===== src/rtl/websocket_frame_deframer_assert.svh =====
// Assertion macros for the WebSocket deframer, clocked on clk_i and held off during reset.
`ifndef WEBSOCKET_FRAME_DEFRAMER_ASSERT_SVH
`define WEBSOCKET_FRAME_DEFRAMER_ASSERT_SVH

// Same-cycle implication.
`define WSD_ASSERT_IMP(lbl, ante, cons) \
  lbl: assert property (@(posedge clk_i) disable iff (!rst_ni) (ante) |-> (cons)) \
    else $error("deframer assertion failed");

// Next-cycle implication.
`define WSD_ASSERT_NXT(lbl, ante, cons) \
  lbl: assert property (@(posedge clk_i) disable iff (!rst_ni) (ante) |=> (cons)) \
    else $error("deframer assertion failed");

`endif


===== src/rtl/wsd_pkg.sv =====
// Shared types and constants for the WebSocket deframer.
package wsd_pkg;

  typedef enum logic [2:0] {
    PH_HDR0    = 3'd0,
    PH_HDR1    = 3'd1,
    PH_EXTLEN  = 3'd2,
    PH_KEY     = 3'd3,
    PH_PAYLOAD = 3'd4
  } phase_e;

  typedef enum logic [1:0] {
    KIND_HEADER  = 2'd0,
    KIND_PAYLOAD = 2'd1,
    KIND_ERROR   = 2'd2
  } kind_e;

  typedef enum logic {
    ERR_FRAGMENTED = 1'b0,
    ERR_TOO_LONG   = 1'b1
  } err_e;

  localparam logic [6:0]  LEN16_CODE   = 7'd126;
  localparam logic [6:0]  LEN64_CODE   = 7'd127;
  localparam logic [63:0] CTRL_MAX_LEN = 64'd125;
  localparam logic [2:0]  LEN16_LEFT   = 3'd1;
  localparam logic [2:0]  LEN64_LEFT   = 3'd7;
  localparam logic [2:0]  KEY_LEFT     = 3'd3;

  typedef struct packed {
    kind_e       kind;
    logic [7:0]  payload_byte;
    logic        final_fragment;
    logic [2:0]  reserved_bits;
    logic [3:0]  frame_opcode;
    logic        was_masked;
    logic [63:0] payload_length;
    err_e        error_code;
    logic        last_of_frame;
  } result_t;

  typedef struct packed {
    logic    valid;
    result_t res;
  } push_t;

endpackage


===== src/rtl/wsd_parse.sv =====
// Frame parser: header, extended length, masking key and payload unmasking, one byte a cycle while beat_i is high.
module wsd_parse (
  input  logic           clk_i,
  input  logic           rst_ni,
  input  logic           beat_i,
  input  logic [7:0]     rx_byte_i,
  output wsd_pkg::push_t push_o
);

  wsd_pkg::phase_e phase_q, phase_d;
  logic [7:0]      hdr_q, hdr_d;
  logic            mask_q, mask_d;
  logic [63:0]     acc_q, acc_d;
  logic [2:0]      left_q, left_d;
  logic [3:0][7:0] key_q, key_d;
  logic [63:0]     rem_q, rem_d;
  logic [1:0]      kidx_q, kidx_d;
  logic            drop_q, drop_d;

  logic            after_len;
  logic            finish;
  logic            hdr_last;
  logic            pay_last;
  logic            ctrl_fault;
  logic [6:0]      len7;
  logic [7:0]      key_byte;

  assign len7     = rx_byte_i[6:0];
  assign key_byte = mask_q ? key_q[2'd3 - kidx_q] : 8'd0;

  // control frame: fragmented or too long gets an error, payload dropped
  assign ctrl_fault = hdr_q[3] && (!hdr_q[7] || acc_d > wsd_pkg::CTRL_MAX_LEN);

  // next state
  always_comb begin
    phase_d   = phase_q;
    hdr_d     = hdr_q;
    mask_d    = mask_q;
    acc_d     = acc_q;
    left_d    = left_q;
    key_d     = key_q;
    rem_d     = rem_q;
    kidx_d    = kidx_q;
    drop_d    = drop_q;
    after_len = 1'b0;
    finish    = 1'b0;
    hdr_last  = 1'b0;
    pay_last  = 1'b0;

    if (beat_i) begin
      unique case (phase_q)
        wsd_pkg::PH_HDR1: begin
          mask_d = rx_byte_i[7];
          if (len7 == wsd_pkg::LEN16_CODE) begin
            acc_d   = 64'd0;
            left_d  = wsd_pkg::LEN16_LEFT;
            phase_d = wsd_pkg::PH_EXTLEN;
          end else if (len7 == wsd_pkg::LEN64_CODE) begin
            acc_d   = 64'd0;
            left_d  = wsd_pkg::LEN64_LEFT;
            phase_d = wsd_pkg::PH_EXTLEN;
          end else begin
            acc_d     = {57'd0, len7};
            after_len = 1'b1;
          end
        end
        wsd_pkg::PH_EXTLEN: begin
          acc_d = {acc_q[55:0], rx_byte_i};
          if (left_q != 3'd0) begin
            left_d = left_q - 3'd1;
          end else begin
            after_len = 1'b1;
          end
        end
        wsd_pkg::PH_KEY: begin
          key_d = {key_q[2:0], rx_byte_i};
          if (left_q != 3'd0) begin
            left_d = left_q - 3'd1;
          end else begin
            finish = 1'b1;
          end
        end
        wsd_pkg::PH_PAYLOAD: begin
          rem_d    = rem_q - 64'd1;
          kidx_d   = kidx_q + 2'd1;
          pay_last = (rem_q == 64'd1);
          if (pay_last) begin
            phase_d = wsd_pkg::PH_HDR0;
          end
        end
        default: begin
          hdr_d   = rx_byte_i;
          phase_d = wsd_pkg::PH_HDR1;
        end
      endcase
    end

    if (after_len) begin
      key_d = '0;
      if (mask_d) begin
        phase_d = wsd_pkg::PH_KEY;
        left_d  = wsd_pkg::KEY_LEFT;
      end else begin
        finish = 1'b1;
      end
    end

    if (finish) begin
      rem_d    = acc_d;
      kidx_d   = 2'd0;
      drop_d   = ctrl_fault;
      hdr_last = (acc_d == 64'd0);
      phase_d  = hdr_last ? wsd_pkg::PH_HDR0 : wsd_pkg::PH_PAYLOAD;
    end
  end

  // result for this beat
  always_comb begin
    push_o.valid             = 1'b0;
    push_o.res.kind          = wsd_pkg::KIND_HEADER;
    push_o.res.payload_byte  = 8'd0;
    push_o.res.error_code    = wsd_pkg::ERR_FRAGMENTED;
    push_o.res.last_of_frame = 1'b0;

    if (beat_i && (phase_q == wsd_pkg::PH_PAYLOAD) && !drop_q) begin
      push_o.valid             = 1'b1;
      push_o.res.kind          = wsd_pkg::KIND_PAYLOAD;
      push_o.res.payload_byte  = rx_byte_i ^ key_byte;
      push_o.res.last_of_frame = pay_last;
    end

    if (finish) begin
      push_o.valid = 1'b1;
      if (ctrl_fault) begin
        push_o.res.kind          = wsd_pkg::KIND_ERROR;
        push_o.res.error_code    = hdr_q[7] ? wsd_pkg::ERR_TOO_LONG
                                            : wsd_pkg::ERR_FRAGMENTED;
        push_o.res.last_of_frame = 1'b1;
      end else begin
        push_o.res.kind          = wsd_pkg::KIND_HEADER;
        push_o.res.last_of_frame = hdr_last;
      end
    end

    push_o.res.final_fragment = hdr_q[7];
    push_o.res.reserved_bits  = hdr_q[6:4];
    push_o.res.frame_opcode   = hdr_q[3:0];
    push_o.res.was_masked     = mask_d;
    push_o.res.payload_length = acc_d;
  end

  always_ff @(posedge clk_i or negedge rst_ni) begin
    if (!rst_ni) begin
      phase_q <= wsd_pkg::PH_HDR0;
      hdr_q   <= 8'd0;
      mask_q  <= 1'b0;
      acc_q   <= 64'd0;
      left_q  <= 3'd0;
      key_q   <= '0;
      rem_q   <= 64'd0;
      kidx_q  <= 2'd0;
      drop_q  <= 1'b0;
    end else begin
      phase_q <= phase_d;
      hdr_q   <= hdr_d;
      mask_q  <= mask_d;
      acc_q   <= acc_d;
      left_q  <= left_d;
      key_q   <= key_d;
      rem_q   <= rem_d;
      kidx_q  <= kidx_d;
      drop_q  <= drop_d;
    end
  end

endmodule


===== src/rtl/wsd_out_buf.sv =====
// Two-entry result register: output stage plus skid entry.
module wsd_out_buf (
  input  logic             clk_i,
  input  logic             rst_ni,
  input  wsd_pkg::push_t   push_i,
  output logic             full_o,
  output logic             out_valid_o,
  input  logic             out_stall_i,
  output wsd_pkg::result_t out_res_o
);

  logic             main_v_q, main_v_d;
  logic             skid_v_q, skid_v_d;
  wsd_pkg::result_t main_q, main_d;
  wsd_pkg::result_t skid_q, skid_d;
  logic             pop;

  assign pop         = main_v_q && !out_stall_i;
  assign full_o      = skid_v_q;
  assign out_valid_o = main_v_q;
  assign out_res_o   = main_q;

  always_comb begin
    main_v_d = main_v_q;
    skid_v_d = skid_v_q;
    main_d   = main_q;
    skid_d   = skid_q;
    if (skid_v_q) begin
      // input is held off while the skid entry is full
      if (pop) begin
        main_d   = skid_q;
        skid_v_d = 1'b0;
      end
    end else if (push_i.valid) begin
      if (!main_v_q || pop) begin
        main_d   = push_i.res;
        main_v_d = 1'b1;
      end else begin
        skid_d   = push_i.res;
        skid_v_d = 1'b1;
      end
    end else if (pop) begin
      main_v_d = 1'b0;
    end
  end

  always_ff @(posedge clk_i or negedge rst_ni) begin
    if (!rst_ni) begin
      main_v_q <= 1'b0;
      skid_v_q <= 1'b0;
    end else begin
      main_v_q <= main_v_d;
      skid_v_q <= skid_v_d;
    end
  end

  always_ff @(posedge clk_i) begin
    main_q <= main_d;
    skid_q <= skid_d;
  end

endmodule


===== src/rtl/websocket_frame_deframer.sv =====
// Top level of the WebSocket receive deframer.
//
//   channel | direction | handshake                  | beat
//   in      | sink      | in_valid_i / in_stall_o    | rx_byte_i
//   out     | source    | out_valid_o / out_stall_i  | kind_o .. last_of_frame_o
//
// One input beat per cycle while in_stall_o is low; its result (if any) is registered into the output stage.
// All per-byte work is one pass through the parser between its state and the result register.
// Reset (rst_ni low, asynchronous) returns the parser to the first header byte and empties
// the output stage.
// The output stage holds two results; in_stall_o rises only when both are occupied.
module websocket_frame_deframer (
  input  logic        clk_i,
  input  logic        rst_ni,
  input  logic        in_valid_i,
  output logic        in_stall_o,
  input  logic [7:0]  rx_byte_i,
  output logic        out_valid_o,
  input  logic        out_stall_i,
  output logic [1:0]  kind_o,
  output logic [7:0]  payload_byte_o,
  output logic        final_fragment_o,
  output logic [2:0]  reserved_bits_o,
  output logic [3:0]  frame_opcode_o,
  output logic        was_masked_o,
  output logic [63:0] payload_length_o,
  output logic        error_code_o,
  output logic        last_of_frame_o
);

  logic             beat;
  logic             full;
  wsd_pkg::push_t   push;
  wsd_pkg::result_t res;

  assign beat       = in_valid_i && !full;
  assign in_stall_o = full;

  wsd_parse u_parse (
    .clk_i     (clk_i),
    .rst_ni    (rst_ni),
    .beat_i    (beat),
    .rx_byte_i (rx_byte_i),
    .push_o    (push)
  );

  wsd_out_buf u_out_buf (
    .clk_i       (clk_i),
    .rst_ni      (rst_ni),
    .push_i      (push),
    .full_o      (full),
    .out_valid_o (out_valid_o),
    .out_stall_i (out_stall_i),
    .out_res_o   (res)
  );

  assign kind_o           = res.kind;
  assign payload_byte_o   = res.payload_byte;
  assign final_fragment_o = res.final_fragment;
  assign reserved_bits_o  = res.reserved_bits;
  assign frame_opcode_o   = res.frame_opcode;
  assign was_masked_o     = res.was_masked;
  assign payload_length_o = res.payload_length;
  assign error_code_o     = res.error_code;
  assign last_of_frame_o  = res.last_of_frame;

`include "websocket_frame_deframer_assert.svh"

  `WSD_ASSERT_IMP(a_stall_needs_out, in_stall_o, out_valid_o)
  `WSD_ASSERT_IMP(a_err_is_last, out_valid_o && kind_o == wsd_pkg::KIND_ERROR, last_of_frame_o)
  `WSD_ASSERT_IMP(a_stall_rise, $rose(in_stall_o), $past(out_stall_i))
  `WSD_ASSERT_NXT(a_skid_drains, in_stall_o && !out_stall_i, !in_stall_o)

endmodule


===== config.mk =====
export PLATFORM = sky130hd
export DESIGN_NAME = websocket_frame_deframer
export DESIGN_NICKNAME = d
export VERILOG_FILES = /design/src/rtl/wsd_pkg.sv /design/src/rtl/wsd_parse.sv /design/src/rtl/wsd_out_buf.sv /design/src/rtl/websocket_frame_deframer.sv
export VERILOG_INCLUDE_DIRS = /design/src /design/src/rtl
export SDC_FILE = /design/constraint.sdc
export NUM_CORES = 1
export LEC_CHECK = 0
export BUFFER_PORTS_ARGS = -buffer_cell sky130_fd_sc_hd__buf_2
export CAP_MARGIN = 30
export CORE_MARGIN = 8
export CORE_UTILIZATION = 50
export CTS_CLUSTER_DIAMETER = 120
export DETAILED_ROUTE_END_ITERATION = 8
export PLACE_DENSITY = 0.78
export SYNTH_ARGS = -nofsm -noshare
export SYNTH_HDL_FRONTEND = slang
export SYNTH_HIERARCHICAL = 1
export SYNTH_SLANG_ARGS = --single-unit

===== constraint.sdc =====
create_clock -name clk_i -period 8.9 [get_ports clk_i]
set_input_delay 0.89 -clock clk_i [delete_from_list [all_inputs] [get_ports clk_i]]
set_output_delay 0.89 -clock clk_i [all_outputs]
set_load 0.01 [all_outputs]

==> summary.txt <==
Setup path
  • Internal reg-to-reg setup slack: approximately 4100 ps
  • Critical path class: reg -> reg
  • CP Launch Type: flip-flop
  • WP data arrival: around 5000 ps
  • Worst setup endpoint: u_out_buf/out_res_o[1]
  • CP startpoint: u_out_buf/full_o
  • FF-to-FF path depth: 11
  • Req. time, crit path: approximately 9200 ps
  • Critical R2R Launch: u_out_buf/full_o
  • Worst Path Max Fanout: 47
  • Reg2Reg Capture Point: u_out_buf/out_res_o[1]
  • Worst Setup End Kind: flip-flop

Timing
  • Fin. max-slew vios: 0
  • Setup Viol. Count Final: 0
  • Slew HR: 25.2%
  • Layout Skew: 15.5 ps
  • Final hold vios: 0
  • Final min period: 4790 ps
  • Setup tns final: 0 ps
  • Fmax: 209 MHz
  • RSZ-0062 raised after global routing: false
  • Final Cycle Share: ~54%
  • Worst-Margin Slew: 1110 ps

Detailed routing
  • Initial drt markers: 1,592
  • Vias: around 12,000
  • DRT Wirelength: 40.8 mm
  • DR WL/cell: 21.5 um
  • Total iterations of the first detailed-routing run: 6
  • Via-to-Cell Ratio: 6.33
  • Post-route ant nets: 0
  • Remaining DRCs: 0

Layout
  • FILL cells: 2,563
  • Reg area: between 9000 and 10,000 um2
  • Diode count: 0
  • Ratio of cells with drive above 1 in the final layout: 19.9%
  • Area delta synth->final: 12.9%
  • Cell Count, Final, Fillers Out: around 1,900
  • Multi-input gate area: between 5000 and 6000 um2
  • Fin nets: 1,486

Job
  • Max cap viols: 0

Logic synthesis
  • Mapped Nets: 1,426
  • Mean Syn Cell Area: around 11 um2
  • Mapped Area: between 15,000 and 20,000 um2
  • Ys async rst share: 51.4%
  • #FFs+latches synth: 350
  • Cell with the most instances after synthesis: dfrtp_1
  • Synth top area cells: edfxtp_1 (32%), dfrtp_1 (28%), mux2_2 (6.1%)
  • Sequential area share after synthesis: 60.6%
  • Most used DFF post-synth: dfrtp_1
  • Post-synth top cells: dfrtp_1 (180), edfxtp_1 (170), o21ai_0 (137), nand2_1 (133), nand3_1 (128)
  • Ys Warns: 6
  • Synth top area share: 32.2%
  • Distinct cells, synth: between 60 and 70
  • Post-synth EDFFs: 170
  • Synth Instances: approximately 1,400
  • Synth area leader: edfxtp_1

Clock tree
  • CTS root buf: clkbuf_16
  • CTS sink count: 350
  • Cts repair resizes: 0
  • Clock Tree Buf Depth: 3
  • Num CTS Buffers: 35
  • Clk Latency, worst-skew pair: 510 ps
  • Setup repair bufs after CTS: 0
  • Hold buffer count at cts: 0
  • Reg clk slew, reported paths: 60 ps
  • CTS tree: done
  • CTS H-Tree Depth: 2

Power and ir drop
  • PD cells: about 380 nW/um2
  • Leak: 6.86 nW
  • Sequential power share: between 40 and 50%
  • Clk pwr share: 21.3%
  • Switching Share: between 30 and 40%
  • Maximum VDD drop: 0.203 mV
  • Sw power: 2.61 mW
  • Comb pwr share: roughly 37%
  • P_int: slightly above 4 mW

Global route
  • Largest net degree at the start of global routing: 88
  • First-pass GRT wire length: 65.2 mm
  • Grt ovf: 0
  • Vias in the first global route: 11,700
  • Gr usage total: 21.1%
  • Antenna violations before repair: 1

Placement
  • GPL Wtd Cong: between 0.8 and 0.9
  • Hpwl dp: 26.6 mm
  • Number of port buffers: 98
  • Post-Place Cells: ~1,800

Die
  • Total core area: 31,400 um2
  • Initial Util: 50.5%
  • Die area: 37,700 um2
  • Row cnt: 65
  • I/O pin total: 99
  • Chip Width: 194 um
  • Die Y: 194 um

Run status
  • Outcome: complete, no violations

Hold path
  • Worst min-delay path class: in -> async
==> how the worst min path moves through the flow <==
stage | startpoint | endpoint | slack, ps | depth (start not counted)
after CTS | rst_ni | u_parse/rem_q[4] | 330 | 1
after global routing | rst_ni | u_parse/rem_q[4] | 350 | 1
after floorplan | u_parse/hdr_q[0] | u_out_buf/skid_q[67] | 440 | 0
after detailed placement | u_parse/hdr_q[5] | u_out_buf/skid_q[72] | 470 | 0
final | rst_ni | u_parse/rem_q[4] | 320 | 1
after global placement | u_parse/rem_q[55] | u_parse/rem_q[55] | 460 | 2
==> cell type report <==
cell class,instances,share of cell area (%)
tap,402,2.81
sequential,350,53.7
timing repair buffer,124,4.35
inverter,20,0.419
multi-input combinational,939,32.5
clock inverter,14,0.657
clock buffer,49,5.59
==> sequential cells by signal, summed over array words and instances (netlist names) <==
| signal | cells |
|---|---|
| u_out_buf/out_res_o | 85 |
| u_parse/acc_q | 64 |
| u_parse/rem_q | 64 |
| u_parse/phase_q | 3 |
| u_parse/hdr_q | 8 |
| u_out_buf/skid_q | 85 |
| u_parse/drop_q | 1 |
| u_parse/key_q | 32 |
| u_parse/left_q | 3 |
| u_out_buf/full_o | 1 |
| u_out_buf/out_valid_o | 1 |
| u_parse/mask_q | 1 |
| u_parse/kidx_q | 2 |
==> power by group through the flow <==
stage | clock (mW) | combinational, mW | sequential (mW)
after floorplan | 0 | 1.67 | 2.76
after global placement | 0 | 2.35 | 2.83
after detailed placement | 0 | 2.45 | 2.85
after CTS | 1.47 | 2.47 | 2.83
after global routing | 1.52 | 2.69 | 2.90
final | 1.44 | 2.47 | 2.84
==> per-layer routing <==
metal,wire length (um),part of all wire (%),track usage (%),up-vias
li1,-,-,-,5367
met1,16800,41,28.2,5900
met2,19300,47,33.9,628
met3,3140,7.7,3.59,114
met4,1530,3.8,8.54,2
met5,13,0.032,0,-
==> logic make-up (layout without fill, tap and decap cells) <==
| family | after synthesis | after routing | share of synthesized area [%] |
|---|---|---|---|
| AOI/OAI and AO/OA | 344 | 344 | 12.7 |
| muxes | 103 | 103 | 8.03 |
| buffers and inverters | 121 | 207 | 3.11 |
| DFF | 350 | 350 | 60.6 |
| and+or+nand+nor | 479 | 479 | 14.8 |
| adders and majority gates | 4 | 4 | 0.316 |
| xor gates and xnor gates | 9 | 9 | 0.497 |
==> metrics by stage <==
stage	cell area (um2)	setup slack (ps)	power (mW)	util [%]	hold WS (ps)
detailed placement	16800	4150	5.29	53.5	467
finish	17900	4110	6.75	57.0	324
CTS	17900	4200	6.76	57.0	331
global placement	16700	3900	5.18	53.1	457
floorplan	15900	1840	4.42	-	437
global route	17900	3960	7.11	57.0	350
==> critical path, stage by stage, from the launching register on <==
cell      delay [ps]
dfrtp_4          900
nor2b_4          210
nand2b_1         120
buf_4            370
nor2_1           360
a22o_1           430
nor4_1           390
nand4_1          130
nor4_1           750
a31oi_1          350
and2_1           270
mux2_2           260
==> cell usage in the layout, fill, tap and decap left out, types with 3 or more instances in the layout <==
cell type / instances
mux4_2: 8
mux2_4: 7
nand2_1: 133
xor2_1: 9
nor2_1: 71
nand4_1: 11
ha_1: 4
nand2b_1: 11
a32oi_1: 3
o22ai_1: 10
edfxtp_1: 170
clkinv_1: 4
mux2_2: 86
nor4_1: 31
or4_1: 7
clkinv_2: 7
a22o_1: 37
a22oi_1: 12
nor3_1: 36
o211ai_1: 3
inv_1: 20
buf_2: 97
clkbuf_16: 37
o21ai_0: 135
buf_16: 4
o41ai_1: 3
clkbuf_8: 3
a2bb2oi_1: 5
buf_4: 21
or2_2: 3
nor2b_1: 8
or3_1: 19
nand3_1: 128
clkbuf_1: 9
dfrtp_1: 178
a21oi_1: 113
No activity file was read; power rests on OpenSTA's default activity.
